### src/hw/rtl/imucal_pkg.sv
// Shared types, constants and helper functions for the IMU offset calibrator.
`timescale 1ns / 1ps

package imucal_pkg;

	localparam int AXIS_COUNT  = 6;
	localparam int SAMPLE_W    = 16;
	localparam int SUM_W       = 32;
	localparam int COUNT_W     = 16;
	localparam int DISCARD_W   = 8;
	localparam int TARGET_W    = COUNT_W + 1;
	localparam int AXIS_W      = $clog2(AXIS_COUNT);
	localparam int CFG_INDEX_W = 3;
	localparam int CFG_DATA_W  = 16;

	localparam logic [COUNT_W-1:0]   SAMPLE_COUNT_RESET = 16'd10000;
	localparam logic [DISCARD_W-1:0] DISCARD_COUNT_RESET = 8'd100;
	localparam logic signed [16:0]   ONE_G = 17'sd16384;
	localparam logic [SAMPLE_W-1:0]  KEEP_MASK = 16'h0001;

	// Axis order inside the accumulator array and the quotient array.
	localparam int AXIS_ACCEL_X = 0;
	localparam int AXIS_ACCEL_Y = 1;
	localparam int AXIS_ACCEL_Z = 2;
	localparam int AXIS_GYRO_X  = 3;
	localparam int AXIS_GYRO_Y  = 4;
	localparam int AXIS_GYRO_Z  = 5;

	typedef enum logic [CFG_INDEX_W-1:0] {
		REG_SAMPLE_COUNT   = 3'd0,
		REG_DISCARD_COUNT  = 3'd1,
		REG_PRIOR_ACCEL_X  = 3'd2,
		REG_PRIOR_ACCEL_Y  = 3'd3,
		REG_PRIOR_ACCEL_Z  = 3'd4,
		REG_PRIOR_GYRO_X   = 3'd5,
		REG_PRIOR_GYRO_Y   = 3'd6,
		REG_PRIOR_GYRO_Z   = 3'd7
	} cfg_reg_t;

	typedef struct packed {
		logic signed [SAMPLE_W-1:0] accel_x;
		logic signed [SAMPLE_W-1:0] accel_y;
		logic signed [SAMPLE_W-1:0] accel_z;
		logic signed [SAMPLE_W-1:0] gyro_x;
		logic signed [SAMPLE_W-1:0] gyro_y;
		logic signed [SAMPLE_W-1:0] gyro_z;
	} in_word_t;

	typedef struct packed {
		logic signed [SAMPLE_W-1:0] mean_accel_x;
		logic signed [SAMPLE_W-1:0] mean_accel_y;
		logic signed [SAMPLE_W-1:0] mean_accel_z;
		logic signed [SAMPLE_W-1:0] mean_gyro_x;
		logic signed [SAMPLE_W-1:0] mean_gyro_y;
		logic signed [SAMPLE_W-1:0] mean_gyro_z;
		logic signed [SAMPLE_W-1:0] new_accel_offset_x;
		logic signed [SAMPLE_W-1:0] new_accel_offset_y;
		logic signed [SAMPLE_W-1:0] new_accel_offset_z;
		logic signed [SAMPLE_W-1:0] new_gyro_offset_x;
		logic signed [SAMPLE_W-1:0] new_gyro_offset_y;
		logic signed [SAMPLE_W-1:0] new_gyro_offset_z;
	} out_word_t;

	typedef struct packed {
		logic [COUNT_W-1:0]         sample_count;
		logic [DISCARD_W-1:0]       discard_count;
		logic signed [SAMPLE_W-1:0] prior_accel_x;
		logic signed [SAMPLE_W-1:0] prior_accel_y;
		logic signed [SAMPLE_W-1:0] prior_accel_z;
		logic signed [SAMPLE_W-1:0] prior_gyro_x;
		logic signed [SAMPLE_W-1:0] prior_gyro_y;
		logic signed [SAMPLE_W-1:0] prior_gyro_z;
	} cfg_t;

	// One finished run: the six sums and the divisor that goes with them.
	typedef struct packed {
		logic [AXIS_COUNT-1:0][SUM_W-1:0] sums;
		logic [TARGET_W-1:0]              target;
	} run_t;

	// Signed division by 8, truncating toward zero.
	function automatic logic signed [16:0] sdiv8(input logic signed [16:0] v);
		logic signed [16:0] b;
		b = v + (v[16] ? 17'sd7 : 17'sd0);
		return b >>> 3;
	endfunction

	// Signed division by 4, truncating toward zero.
	function automatic logic signed [16:0] sdiv4(input logic signed [16:0] v);
		logic signed [16:0] b;
		b = v + (v[16] ? 17'sd3 : 17'sd0);
		return b >>> 2;
	endfunction

endpackage

### src/hw/rtl/imucal_front.sv
// Front end: discard counting, per-axis accumulation and hand-off of finished runs.
`timescale 1ns / 1ps

module imucal_front
	import imucal_pkg::*;
(
	input  logic     clk,
	input  logic     arst_n,
	input  cfg_t     cfg,
	input  logic     in_valid,
	output logic     in_ready,
	input  in_word_t in_data,
	output logic     push_valid,
	input  logic     push_ready,
	output run_t     push_data
);

	logic [AXIS_COUNT-1:0][SUM_W-1:0] sums_q;
	logic [COUNT_W-1:0]               taken_q;
	logic [DISCARD_W-1:0]             discarded_q;

	logic [AXIS_COUNT-1:0][SAMPLE_W-1:0] sample;
	logic [AXIS_COUNT-1:0][SUM_W-1:0]    sums_next;
	logic [TARGET_W-1:0] target;
	logic [TARGET_W-1:0] taken_next;
	logic discarding;
	logic completing;
	logic accept;

	always_comb begin
		sample[AXIS_ACCEL_X] = in_data.accel_x;
		sample[AXIS_ACCEL_Y] = in_data.accel_y;
		sample[AXIS_ACCEL_Z] = in_data.accel_z;
		sample[AXIS_GYRO_X]  = in_data.gyro_x;
		sample[AXIS_GYRO_Y]  = in_data.gyro_y;
		sample[AXIS_GYRO_Z]  = in_data.gyro_z;
		for (int i = 0; i < AXIS_COUNT; i++) begin
			sums_next[i] = sums_q[i]
				+ {{(SUM_W-SAMPLE_W){sample[i][SAMPLE_W-1]}}, sample[i]};
		end
	end

	// A sample count of zero stands for a full 65536-sample run.
	assign target     = (cfg.sample_count == '0) ? {1'b1, {COUNT_W{1'b0}}}
	                                             : {1'b0, cfg.sample_count};
	assign taken_next = {1'b0, taken_q} + TARGET_W'(1);
	assign discarding = discarded_q < cfg.discard_count;
	assign completing = !discarding && (taken_next >= target);

	// Only the word that closes a run needs room in the queue.
	assign in_ready   = !completing || push_ready;
	assign accept     = in_valid && in_ready;

	assign push_valid       = accept && completing;
	assign push_data.sums   = sums_next;
	assign push_data.target = target;

	always_ff @(posedge clk or negedge arst_n) begin
		if (!arst_n) begin
			sums_q      <= '0;
			taken_q     <= '0;
			discarded_q <= '0;
		end else if (accept) begin
			if (discarding) begin
				discarded_q <= discarded_q + DISCARD_W'(1);
			end else if (completing) begin
				sums_q      <= '0;
				taken_q     <= '0;
				discarded_q <= '0;
			end else begin
				sums_q  <= sums_next;
				taken_q <= taken_next[COUNT_W-1:0];
			end
		end
	end

endmodule

### src/hw/rtl/imucal_queue.sv
// Small queue of finished runs between the front end and the back end.
`timescale 1ns / 1ps

module imucal_queue
	import imucal_pkg::*;
#(
	parameter int DEPTH = 2
) (
	input  logic clk,
	input  logic arst_n,
	input  logic push,
	input  run_t push_data,
	output logic full,
	input  logic pop,
	output run_t head,
	output logic empty
);

	localparam int PTR_W = $clog2(DEPTH);
	localparam int CNT_W = $clog2(DEPTH + 1);

	run_t             mem_q [DEPTH];
	logic [PTR_W-1:0] wr_ptr_q;
	logic [PTR_W-1:0] rd_ptr_q;
	logic [CNT_W-1:0] count_q;

	assign full  = count_q == CNT_W'(DEPTH);
	assign empty = count_q == '0;
	assign head  = mem_q[rd_ptr_q];

	always_ff @(posedge clk) begin
		if (push) begin
			mem_q[wr_ptr_q] <= push_data;
		end
	end

	always_ff @(posedge clk or negedge arst_n) begin
		if (!arst_n) begin
			wr_ptr_q <= '0;
			rd_ptr_q <= '0;
			count_q  <= '0;
		end else begin
			if (push) begin
				wr_ptr_q <= (wr_ptr_q == PTR_W'(DEPTH - 1)) ? '0 : wr_ptr_q + PTR_W'(1);
			end
			if (pop) begin
				rd_ptr_q <= (rd_ptr_q == PTR_W'(DEPTH - 1)) ? '0 : rd_ptr_q + PTR_W'(1);
			end
			if (push && !pop) begin
				count_q <= count_q + CNT_W'(1);
			end else if (pop && !push) begin
				count_q <= count_q - CNT_W'(1);
			end
		end
	end

endmodule

### src/hw/rtl/imucal_div.sv
// Bit-serial signed divider: one quotient bit per cycle, result wrapped to 16 bits.
`timescale 1ns / 1ps

module imucal_div
	import imucal_pkg::*;
(
	input  logic                       clk,
	input  logic                       arst_n,
	input  logic                       start,
	input  logic signed [SUM_W-1:0]    dividend,
	input  logic [TARGET_W-1:0]        divisor,
	output logic                       done,
	output logic signed [SAMPLE_W-1:0] quotient
);

	localparam int STEP_W = $clog2(SUM_W);

	logic [SUM_W-1:0]    dq_q;
	logic [TARGET_W-1:0] rem_q;
	logic [TARGET_W-1:0] div_q;
	logic                neg_q;
	logic [STEP_W-1:0]   step_q;
	logic                busy_q;
	logic                done_q;

	logic [TARGET_W:0]   rem_shift;
	logic [TARGET_W:0]   rem_diff;
	logic                fits;

	// The dividend register shifts out its top bit while quotient bits shift in below.
	assign rem_shift = {rem_q, dq_q[SUM_W-1]};
	assign rem_diff  = rem_shift - {1'b0, div_q};
	assign fits      = rem_shift >= {1'b0, div_q};

	assign done     = done_q;
	assign quotient = neg_q ? -dq_q[SAMPLE_W-1:0] : dq_q[SAMPLE_W-1:0];

	always_ff @(posedge clk) begin
		if (start) begin
			neg_q <= dividend[SUM_W-1];
			dq_q  <= dividend[SUM_W-1] ? -dividend : dividend;
			rem_q <= '0;
			div_q <= divisor;
		end else if (busy_q) begin
			dq_q  <= {dq_q[SUM_W-2:0], fits};
			rem_q <= fits ? rem_diff[TARGET_W-1:0] : rem_shift[TARGET_W-1:0];
		end
	end

	always_ff @(posedge clk or negedge arst_n) begin
		if (!arst_n) begin
			step_q <= '0;
			busy_q <= 1'b0;
			done_q <= 1'b0;
		end else begin
			done_q <= 1'b0;
			if (start) begin
				step_q <= '0;
				busy_q <= 1'b1;
			end else if (busy_q) begin
				step_q <= step_q + STEP_W'(1);
				if (step_q == STEP_W'(SUM_W - 1)) begin
					busy_q <= 1'b0;
					done_q <= 1'b1;
				end
			end
		end
	end

endmodule

### src/hw/rtl/imucal_back.sv
// Back end: divides each queued run axis by axis, forms the offsets and holds the result.
`timescale 1ns / 1ps

module imucal_back
	import imucal_pkg::*;
(
	input  logic      clk,
	input  logic      arst_n,
	input  cfg_t      cfg,
	input  run_t      head,
	input  logic      empty,
	output logic      pop,
	output logic      out_valid,
	input  logic      out_ready,
	output out_word_t out_data
);

	typedef enum logic [1:0] {
		B_IDLE,
		B_START,
		B_WAIT,
		B_EMIT
	} back_state_t;

	back_state_t                         state_q;
	logic [AXIS_W-1:0]                   axis_q;
	logic [AXIS_COUNT-1:0][SAMPLE_W-1:0] mean_q;
	logic                                out_valid_q;
	out_word_t                           out_data_q;

	logic                       div_start;
	logic                       div_done;
	logic signed [SAMPLE_W-1:0] div_quot;
	logic                       out_free;
	out_word_t                  result;

	logic signed [16:0] corr_ax;
	logic signed [16:0] corr_ay;
	logic signed [16:0] corr_az;
	logic signed [16:0] corr_gx;
	logic signed [16:0] corr_gy;
	logic signed [16:0] corr_gz;

	assign div_start = state_q == B_START;
	assign out_free  = !out_valid_q || out_ready;
	assign pop       = (state_q == B_EMIT) && out_free;
	assign out_valid = out_valid_q;
	assign out_data  = out_data_q;

	imucal_div u_div (
		.clk      (clk),
		.arst_n   (arst_n),
		.start    (div_start),
		.dividend (head.sums[axis_q]),
		.divisor  (head.target),
		.done     (div_done),
		.quotient (div_quot)
	);

	always_comb begin
		corr_ax = sdiv8({mean_q[AXIS_ACCEL_X][SAMPLE_W-1], mean_q[AXIS_ACCEL_X]});
		corr_ay = sdiv8({mean_q[AXIS_ACCEL_Y][SAMPLE_W-1], mean_q[AXIS_ACCEL_Y]});
		// Z is measured against one g, so its correction starts from 1 g minus the mean.
		corr_az = sdiv8(ONE_G
			- {mean_q[AXIS_ACCEL_Z][SAMPLE_W-1], mean_q[AXIS_ACCEL_Z]});
		corr_gx = sdiv4({mean_q[AXIS_GYRO_X][SAMPLE_W-1], mean_q[AXIS_GYRO_X]});
		corr_gy = sdiv4({mean_q[AXIS_GYRO_Y][SAMPLE_W-1], mean_q[AXIS_GYRO_Y]});
		corr_gz = sdiv4({mean_q[AXIS_GYRO_Z][SAMPLE_W-1], mean_q[AXIS_GYRO_Z]});

		result.mean_accel_x = mean_q[AXIS_ACCEL_X];
		result.mean_accel_y = mean_q[AXIS_ACCEL_Y];
		result.mean_accel_z = mean_q[AXIS_ACCEL_Z];
		result.mean_gyro_x  = mean_q[AXIS_GYRO_X];
		result.mean_gyro_y  = mean_q[AXIS_GYRO_Y];
		result.mean_gyro_z  = mean_q[AXIS_GYRO_Z];

		result.new_accel_offset_x = (cfg.prior_accel_x - corr_ax[SAMPLE_W-1:0])
			| (cfg.prior_accel_x & KEEP_MASK);
		result.new_accel_offset_y = (cfg.prior_accel_y - corr_ay[SAMPLE_W-1:0])
			| (cfg.prior_accel_y & KEEP_MASK);
		result.new_accel_offset_z = (cfg.prior_accel_z - corr_az[SAMPLE_W-1:0])
			| (cfg.prior_accel_z & KEEP_MASK);
		result.new_gyro_offset_x  = cfg.prior_gyro_x - corr_gx[SAMPLE_W-1:0];
		result.new_gyro_offset_y  = cfg.prior_gyro_y - corr_gy[SAMPLE_W-1:0];
		result.new_gyro_offset_z  = cfg.prior_gyro_z - corr_gz[SAMPLE_W-1:0];
	end

	always_ff @(posedge clk or negedge arst_n) begin
		if (!arst_n) begin
			state_q     <= B_IDLE;
			axis_q      <= '0;
			mean_q      <= '0;
			out_valid_q <= 1'b0;
			out_data_q  <= '0;
		end else begin
			if (out_valid_q && out_ready && !pop) begin
				out_valid_q <= 1'b0;
			end
			case (state_q)
				B_IDLE: begin
					if (!empty) begin
						axis_q  <= '0;
						state_q <= B_START;
					end
				end
				B_START: begin
					state_q <= B_WAIT;
				end
				B_WAIT: begin
					if (div_done) begin
						mean_q[axis_q] <= div_quot;
						if (axis_q == AXIS_W'(AXIS_COUNT - 1)) begin
							state_q <= B_EMIT;
						end else begin
							axis_q  <= axis_q + AXIS_W'(1);
							state_q <= B_START;
						end
					end
				end
				B_EMIT: begin
					if (out_free) begin
						out_data_q  <= result;
						out_valid_q <= 1'b1;
						state_q     <= B_IDLE;
					end
				end
				default: begin
					state_q <= B_IDLE;
				end
			endcase
		end
	end

endmodule

### src/hw/rtl/imu_offset_calibrator_top.sv
// Top level of the IMU offset calibrator: configuration registers and the three stages.
//
// Usage:
// - in channel (in_valid/in_ready/in_data): one six-axis sample per word. The first
//   discard_count words of a run are dropped, the next sample_count words are summed.
//   Words are taken one per cycle; in_ready drops only while the next word would close
//   a run and the run queue (QUEUE_DEPTH entries) is full.
// - out channel (out_valid/out_ready/out_data): one word per run with the six means
//   and the six new offsets. out_data is registered and holds while out_ready is low.
// - cfg channel (cfg_valid/cfg_ready/cfg_index/cfg_data): writes register cfg_index;
//   cfg_ready is always high. Write only while no run is pending.
// Divider: a closed run waits in the queue, then the back end divides its six sums one
//   after another in a bit-serial divider. It takes the next run only after it has
//   registered the result, while the front end goes on summing the following run.
// Reset: counters and sums clear, sample_count returns to 10000, discard_count to 100,
//   the prior offsets to zero, and the queue and output empty.
// A stalled receiver first holds the back end, then fills the queue, and only then
//   pushes back on the input at the closing word of the next run.
`timescale 1ns / 1ps

module imu_offset_calibrator_top
	import imucal_pkg::*;
#(
	parameter int QUEUE_DEPTH = 2
) (
	input  logic                   clk,
	input  logic                   arst_n,
	input  logic                   in_valid,
	output logic                   in_ready,
	input  in_word_t               in_data,
	output logic                   out_valid,
	input  logic                   out_ready,
	output out_word_t              out_data,
	input  logic                   cfg_valid,
	output logic                   cfg_ready,
	input  logic [CFG_INDEX_W-1:0] cfg_index,
	input  logic [CFG_DATA_W-1:0]  cfg_data
);

	cfg_t cfg_q;
	logic push_valid;
	logic q_full;
	logic q_empty;
	logic q_pop;
	run_t push_data;
	run_t q_head;

	assign cfg_ready = 1'b1;

	always_ff @(posedge clk or negedge arst_n) begin
		if (!arst_n) begin
			cfg_q.sample_count  <= SAMPLE_COUNT_RESET;
			cfg_q.discard_count <= DISCARD_COUNT_RESET;
			cfg_q.prior_accel_x <= '0;
			cfg_q.prior_accel_y <= '0;
			cfg_q.prior_accel_z <= '0;
			cfg_q.prior_gyro_x  <= '0;
			cfg_q.prior_gyro_y  <= '0;
			cfg_q.prior_gyro_z  <= '0;
		end else if (cfg_valid && cfg_ready) begin
			case (cfg_reg_t'(cfg_index))
				REG_SAMPLE_COUNT:  cfg_q.sample_count  <= cfg_data;
				REG_DISCARD_COUNT: cfg_q.discard_count <= cfg_data[DISCARD_W-1:0];
				REG_PRIOR_ACCEL_X: cfg_q.prior_accel_x <= cfg_data;
				REG_PRIOR_ACCEL_Y: cfg_q.prior_accel_y <= cfg_data;
				REG_PRIOR_ACCEL_Z: cfg_q.prior_accel_z <= cfg_data;
				REG_PRIOR_GYRO_X:  cfg_q.prior_gyro_x  <= cfg_data;
				REG_PRIOR_GYRO_Y:  cfg_q.prior_gyro_y  <= cfg_data;
				REG_PRIOR_GYRO_Z:  cfg_q.prior_gyro_z  <= cfg_data;
				default: begin
				end
			endcase
		end
	end

	imucal_front u_front (
		.clk        (clk),
		.arst_n     (arst_n),
		.cfg        (cfg_q),
		.in_valid   (in_valid),
		.in_ready   (in_ready),
		.in_data    (in_data),
		.push_valid (push_valid),
		.push_ready (!q_full),
		.push_data  (push_data)
	);

	imucal_queue #(
		.DEPTH (QUEUE_DEPTH)
	) u_queue (
		.clk       (clk),
		.arst_n    (arst_n),
		.push      (push_valid),
		.push_data (push_data),
		.full      (q_full),
		.pop       (q_pop),
		.head      (q_head),
		.empty     (q_empty)
	);

	imucal_back u_back (
		.clk       (clk),
		.arst_n    (arst_n),
		.cfg       (cfg_q),
		.head      (q_head),
		.empty     (q_empty),
		.pop       (q_pop),
		.out_valid (out_valid),
		.out_ready (out_ready),
		.out_data  (out_data)
	);

endmodule

### config.mk
export PLATFORM = sky130hd
export DESIGN_NAME = imu_offset_calibrator_top
export DESIGN_NICKNAME = d
export VERILOG_FILES = /design/src/hw/rtl/imucal_pkg.sv /design/src/hw/rtl/imucal_front.sv /design/src/hw/rtl/imucal_queue.sv /design/src/hw/rtl/imucal_div.sv /design/src/hw/rtl/imucal_back.sv /design/src/hw/rtl/imu_offset_calibrator_top.sv
export SDC_FILE = /design/constraint.sdc
export NUM_CORES = 2
export LEC_CHECK = 0
export ABC_AREA = 1
export BUFFER_PORTS_ARGS = -buffer_cell sky130_fd_sc_hd__buf_2
export CORE_MARGIN = 3
export CORE_UTILIZATION = 60
export DETAILED_ROUTE_END_ITERATION = 6
export GPL_ROUTABILITY_DRIVEN = 0
export MAX_ROUTING_LAYER = met4
export PLACE_DENSITY = 0.76
export SYNTH_ARGS = -nofsm -noshare
export SYNTH_HDL_FRONTEND = slang
export SYNTH_SLANG_ARGS = --single-unit
### constraint.sdc
create_clock -name clk -period 36.9 [get_ports clk]
set_clock_uncertainty 0.2 [all_clocks]
set_input_delay 7.38 -clock clk [delete_from_list [all_inputs] [get_ports clk]]
set_output_delay 7.38 -clock clk [all_outputs]
set_load 0.1 [all_outputs]
---- After elaboration in Yosys (flattened, before gate mapping) ----
Memory sizes are Yosys's and may differ from the RTL's.
Cells that the tools add are included.
operators by class
  $add $sub $neg .......................... 30
  $lt $le $gt $ge ......................... 5
  equal/unequal tests ..................... 17
  mux-type cells .......................... 47
  bitwise operators ....................... 4
  reduce and logical (&&, ||, !) cells .... 39
operators by type and width
  kind                                                                   count
  32-bit adder                                                           6
  192-bit two-way mux                                                    1
  32-bit two-way mux                                                     4
  32-bit binary-select mux with 3-bit select                             1
  96-bit bitwise mux                                                     1
  16-bit subtractor                                                      6
  16-bit by 3-bit adder with 17-bit output                               3
  16-bit demux with 3-bit select                                         1
  16-bit two-way mux                                                     3
  16-bit by 1-bit OR with 16-bit output                                  3
  16-bit by 4-bit adder with 17-bit output                               2
  17-bit two-way mux                                                     2
  32-bit negator                                                         1
  2-bit AND reduction                                                    12
  18-bit by 17-bit >= comparator with 1-bit output                       1
  2-bit two-way mux                                                      9
  3-bit two-way mux                                                      6
  16-bit by 1-bit adder with 17-bit output (second input constant)       1
  17-bit adder                                                           1
  17-bit >= comparator                                                   1
  16-bit by 16-bit subtractor with 17-bit output (first input constant)  1
  17-bit subtractor                                                      1
  16-bit logical NOT                                                     1
  8-bit two-way mux                                                      2
  other kinds (31)                                                       72
word-level totals
  bits in registers ....................... 708
  bits in writable memories ............... 418
  bits of input ports ..................... 120
  output and inout port bits .............. 195
  logic and storage cells ................. 190
  memories ................................ 1
memories
  name           words  width  read ports  clocked after Yosys merged registers in  wr ports  line                text
  u_queue.mem_q  2      209    1           0                                        1         imucal_queue.sv:22  run_t mem_q [DEPTH];

---- Logic depth before layout (Yosys ltp) ----
  depth after elaboration ................. 12
  depth in mapped cells ................... 27

---- Hierarchy ----
From an unflattened synthesis, not the netlist that was laid out.
second synthesis, totals
  cells, all modules ...................... 8513
  area total of the unflattened synthesis .. 68031.5 um^2
modules (own cells, without submodules)
  module                     times used  cells an instance  area an instance (um^2)  sequential area each (um^2)
  imucal_front               1           4223               24707.4                  5405.2
  imucal_back                1           2321               17817.1                  7357.1
  imucal_queue               1           675                15364.7                  12652.1
  imucal_div                 1           755                5413.9                   2016.9
  imu_offset_calibrator_top  1           539                4728.3                   3012.9

---- Worst setup path before layout ----
Ideal clock, no wire load.
  path type ............................... input to register
  start ................................... input port in_valid
  end ..................................... memory u_queue.mem_q[0][0] (netlist bit), enable pin
  library setup time ...................... 0.782 ns
  arrival ................................. 16.361 ns
  path slack .............................. 19.557 ns
  cell stages on the path ................. 4
  path buffers ............................ 0
  cell sequence ........................... nand2_1 > inv_1 > nand2_1 > nor2_1
between the ends
  cells in the longest elaborated chain, start to end .. 4
ends and longest elaborated chain
  what                                     line                             text
  start, declared                          imu_offset_calibrator_top.sv:28  input logic in_valid,
  1-bit logical AND                        imucal_front.sv:52               assign accept = in_valid && in_ready;
  1-bit logical AND                        imucal_front.sv:54               assign push_valid = accept && completing;
  1-bit two-way mux                        imucal_queue.sv:32               if (push) begin
  1-bit two-way mux (not written as such)  imucal_queue.sv:33               mem_q[wr_ptr_q] <= push_data;
  end, declared                            imucal_queue.sv:22
Every way passes these cells.

---- Final worst setup path ----
  start ................................... register u_front.taken_q[0]
  end ..................................... output port in_ready
between the ends
  cells in the longest elaborated chain, start to end .. 5
ends and longest elaborated chain
  what                                      line                             text
  start, declared                           imucal_front.sv:19               logic [COUNT_W-1:0] taken_q;
  start signal, assigned                    imucal_front.sv:72               taken_q <= taken_next[COUNT_W-1:0];
  16-bit by 1-bit adder with 17-bit output  imucal_front.sv:46               assign taken_next = {1'b0, taken_q} + TARGET_W'(1);
  17-bit >= comparator                      imucal_front.sv:48               assign completing = !discarding && (taken_next >= target);
  1-bit logical AND                         imucal_front.sv:48
  1-bit logical NOT                         imucal_front.sv:51               assign in_ready = !completing || push_ready;
  1-bit logical OR                          imucal_front.sv:51
  end, declared                             imu_offset_calibrator_top.sv:29  output logic in_ready,
Every way passes these cells.

==> metrics.md <==
| Metric | Value |
|---|---|
| Min-delay worst type | reg2reg |
| Core region area | between 100,000 and 150,000 µm² |
| Commonest non-fill, non-tap cell in the layout | nand2_1 |
| Worst vdd ir | 0.0539 mV |
| Crit end category | output port |
| Die X | approximately 330 µm |
| Final slew viol count | 0 |
| Number of DRC markers in iteration 0 | 5,120 |
| Post-CTS sizing | 0 |
| Number of synthesized flops with an enable pin | between 400 and 500 |
| CTS Buffer Depth | 3 |
| Worst Hold Depth | 2 |
| Syn_nets | 8,025 |
| Share of cells above drive strength 1 | under 10% |
| Crit-path max FO | 5 |
| Initial Util | approximately 61% |
| Adder-cell area share of the yosys netlist | around 7% |
| CTS H-tree depth | 3 |
| Cell Area, Synth | 62,600 µm² |
| Full die area | about 110,000 µm² |
| Post-Route WL | around 180 mm |
| Distinct cells, synth | 54 |
| Commonest non-fill, non-tap cells in the layout | nand2_1, nor2_1, o21ai_0 |
| Fin nets | between 8,000 and 9,000 |
| HPWL after DPL | between 100 and 150 mm |
| PD cells | roughly 64 nW/µm² |
| Clock power frac | 27.8% |
| Synth Area in Compound Gates | a little under an eighth |
| Via count | roughly 53,000 |
| Placed cell areas | ~65,000 µm² |
| Multi-input gate area | about 29,000 µm² |
| IO Pins | about 320 |
| Proportion of power drawn by combinational gates | ~34% |
| Design area | 69,400 µm² |
| Area grow syn2layout | 10.9% |
| Clock latency on the worst-skew pair | roughly 0.73 ns |
| Die height | approximately 330 µm |
| Leakage | approximately 33 nW |
| Min cycle time layout | ~12 ns |
| Highest Clock Rate | slightly above 0.08 GHz |
| Drt first pass iters | 7 |
| Rows | 117 |
| Main combinational cell family by area after synthesis | simple AND/OR/NAND/NOR gates |
| Power share of the sequential group | a little under two fifths |
| Post-CTS Setup Inserts | 0 |
| Hold-fix buffers, CTS | 0 |
| Switching share of power | a little under two fifths |
| Max Cap Violations | 0 |
| Rel. slew slack | 17.0% |
| Total grt overflow | 0 |
| Final TNS setup | 0 ns |
| Drt drc | 2 |
| Hold WS | between 0.2 and 0.3 ns |
| CTS tree | done |
| Post-synthesis xor/xnor area fraction | around 4.3% |
| CP Data Arrival Time | 4.60 ns |
| Post-route antenna net violation count | 0 |
| Startpoint Class | flop |
| Failing checks | DRC |
| Synth Area in Simple Gates | between 20% and 30% |
| Clk sinks | 1,126 |
| RSZ-0062 raised after global routing | false |
| CTS Root Cell | clkbuf_16 |
| Worst-path clk slew | 0.06 ns |
| Status | finished with violations |
| Syn Area/Cell | around 8.3 µm² |
| GRT Util Overall | between 30% and 40% |
| Warnings, synthesis | 0 |
| CTS Buf Count | roughly 120 |
| Tot Pwr | between 4 and 5 mW |
| Seq/Total Area, Yosys | about half |
| Hold Vio Cnt, Final | 0 |
| Critical path type | reg2out |
| Asr flop ratio synth | 56.9% |
| Req. time, crit path | 29.32 ns |
| P_int | about 2.8 mW |
| Routed vias/inst | ~5.8 |
| R2R cell count | 23 |
| Reg area | 30,500 µm² |
| Cell count after synthesis | 7,560 |
| Worst slew pin tran | between 1 and 1.5 ns |
| First-pass GRT wire length | around 270 mm |
| Setup violators final | 0 |
| # fillers | roughly 8,300 |
| Final Cycle Share | about 33% |
| Net switching power | approximately 1.6 mW |
| Ys flop type | dfrtp_1 |
| Largest net degree at the start of global routing | roughly 180 |
| Antenna violations before repair | 4 |
| WL/cell | approximately 19 µm |
| Mux share of post-synthesis cell area | 0% |
| Number of global-route vias before repair | approximately 50,000 |
| Seq cells post-synth | between 1,000 and 1,500 |
| I/O Buffers | between 300 and 400 |
## cells by family after synthesis
family | after synthesis
AND/OR/NAND/NOR | 3598
AO/OA/AOI/OAI | 1329
flip-flops | 1126
buffers and inverters | 857
adder cells (fa/ha/maj) | 345
XOR/XNOR | 304
other | 1
## synth_stat cells, types with 5 or more instances
cell type | count | share of area, %
a2111oi_0 | 5 | 0.070
a21oi_1 | 355 | 2.8
nand2_1 | 2218 | 13
or2_2 | 25 | 0.25
nand3b_1 | 31 | 0.37
o22ai_1 | 16 | 0.16
buf_1 | 8 | 0.048
edfxtp_1 | 468 | 22
a211oi_1 | 6 | 0.072
dfstp_2 | 8 | 0.34
inv_2 | 7 | 0.042
o21ai_1 | 32 | 0.26
o21a_1 | 7 | 0.084
buf_6 | 9 | 0.16
and3_1 | 8 | 0.080
a21o_1 | 53 | 0.64
a221oi_1 | 7 | 0.098
dfxtp_1 | 17 | 0.54
o21ai_0 | 722 | 5.8
o211ai_1 | 25 | 0.30
o21bai_1 | 37 | 0.44
nand3_1 | 340 | 2.7
buf_2 | 54 | 0.43
inv_1 | 603 | 3.6
nor4_1 | 28 | 0.28
nand4_1 | 54 | 0.54
nor2_2 | 14 | 0.14
a21boi_0 | 7 | 0.084
xnor2_1 | 116 | 1.6
nor3_1 | 74 | 0.59
fa_1 | 13 | 0.42
a31oi_1 | 35 | 0.35
nor2_1 | 787 | 4.7
dfrtp_1 | 633 | 25
a221o_1 | 5 | 0.080
o31ai_1 | 9 | 0.11
xor2_1 | 188 | 2.6
nand3_2 | 6 | 0.096
clkbuf_1 | 173 | 1.0
ha_1 | 332 | 6.6
## path summary, 6_finish.rpt
kind                                                    to                            start  slack [ns]
setup / recovery                                  in_ready   u_front.taken_q[0]$_DFFE_PN0P_       24.72
min in group asynchronous  u_back.out_data[26]$_DFFE_PN0P_                           arst_n        6.51
hold / removal             u_back.out_data[96]$_DFFE_PN0P_  u_back.out_data[96]$_DFFE_PN0P_        0.27
setup reg to reg            u_queue.mem_q[0][89]$_DFFE_PP_   u_front.taken_q[0]$_DFFE_PN0P_       29.95
hold reg to reg            u_back.out_data[96]$_DFFE_PN0P_  u_back.out_data[96]$_DFFE_PN0P_        0.27
max in group asynchronous  u_back.out_data[86]$_DFFE_PN0P_                           arst_n       27.66
## worst max-delay path, cell delays in order, from the launching register on
cell and delay, ns:
dfrtp_1 0.42, ha_1 0.20, nand2_1 0.08, nor3_1 0.29, nand3_1 0.16, nand3b_1 0.22, nor3_1 0.26, and3_1 0.26
xnor2_1 0.14, inv_1 0.07, ha_1 0.32, a21oi_1 0.14, o21ai_0 0.09, a21oi_1 0.14, nand3_1 0.09, nor2_1 0.17
inv_1 0.11, nand3_1 0.22, buf_2 0.49
## flip-flops by register name, indices dropped and copies added (netlist names)
signal	cells
u_back.u_div.step_q	5
u_back.out_data	192
u_front.discarded_q	8
u_front.taken_q	16
cfg_q	120
u_queue.count_q	2
u_back.state_q	2
u_queue.wr_ptr_q	1
u_back.out_valid	1
u_back.u_div.rem_q	17
u_queue.mem_q	418
u_back.u_div.done	1
u_back.axis_q	3
u_front.sums_q	192
u_back.u_div.dq_q	32
u_back.mean_q	96
u_queue.rd_ptr_q	1
u_back.u_div.neg_q	1
u_back.u_div.busy_q	1
u_back.u_div.div_q	17
## power by group through the flow
stage / logic, mW / registers (mW) / clock network (mW)
CTS: 1.49 / 1.67 / 1.25
global route: 1.69 / 1.69 / 1.29
detailed placement: 1.49 / 1.69 / 0
finish: 1.53 / 1.67 / 1.23
floorplan: 1.06 / 1.67 / 0
global placement: 1.44 / 1.69 / 0
## routing by layer
layer,share of wire (%),wire (µm),GRT usage [%]
met5,0,0,-
met4,5.6,9840,15.8
met3,7.6,13400,4.41
met2,47,82600,52.8
met1,40,71100,42.2
## layout make-up
| cell class | instances | share of cell area (%) |
|---|---|---|
| Clock inverter | 67 | 1.21 |
| Tap cell | 1368 | 2.47 |
| Timing Repair Buffer | 368 | 2.92 |
| Multi-Input combinational cell | 5577 | 41.6 |
| Sequential cell | 1126 | 43.9 |
| Clock buffer | 155 | 4.60 |
| Inverter | 610 | 3.32 |
| Antenna cell | 4 | 0.0144 |
## per-stage QoR
| step | setup slack (ns) | instances | utilization, % |
|---|---|---|---|
| 3_5_place_dp | 25.59 | 9049 | 63.7 |
| 3_3_place_gp | 25.59 | 9049 | 63.7 |
| 2_1_floorplan | 19.56 | 7560 | - |
| 4_1_cts | 24.79 | 9271 | 67.7 |
| 5_1_grt | 24.44 | 9275 | 67.7 |
| 6_report | 24.72 | 9275 | 67.7 |
No activity file was read; power rests on OpenSTA's default activity.
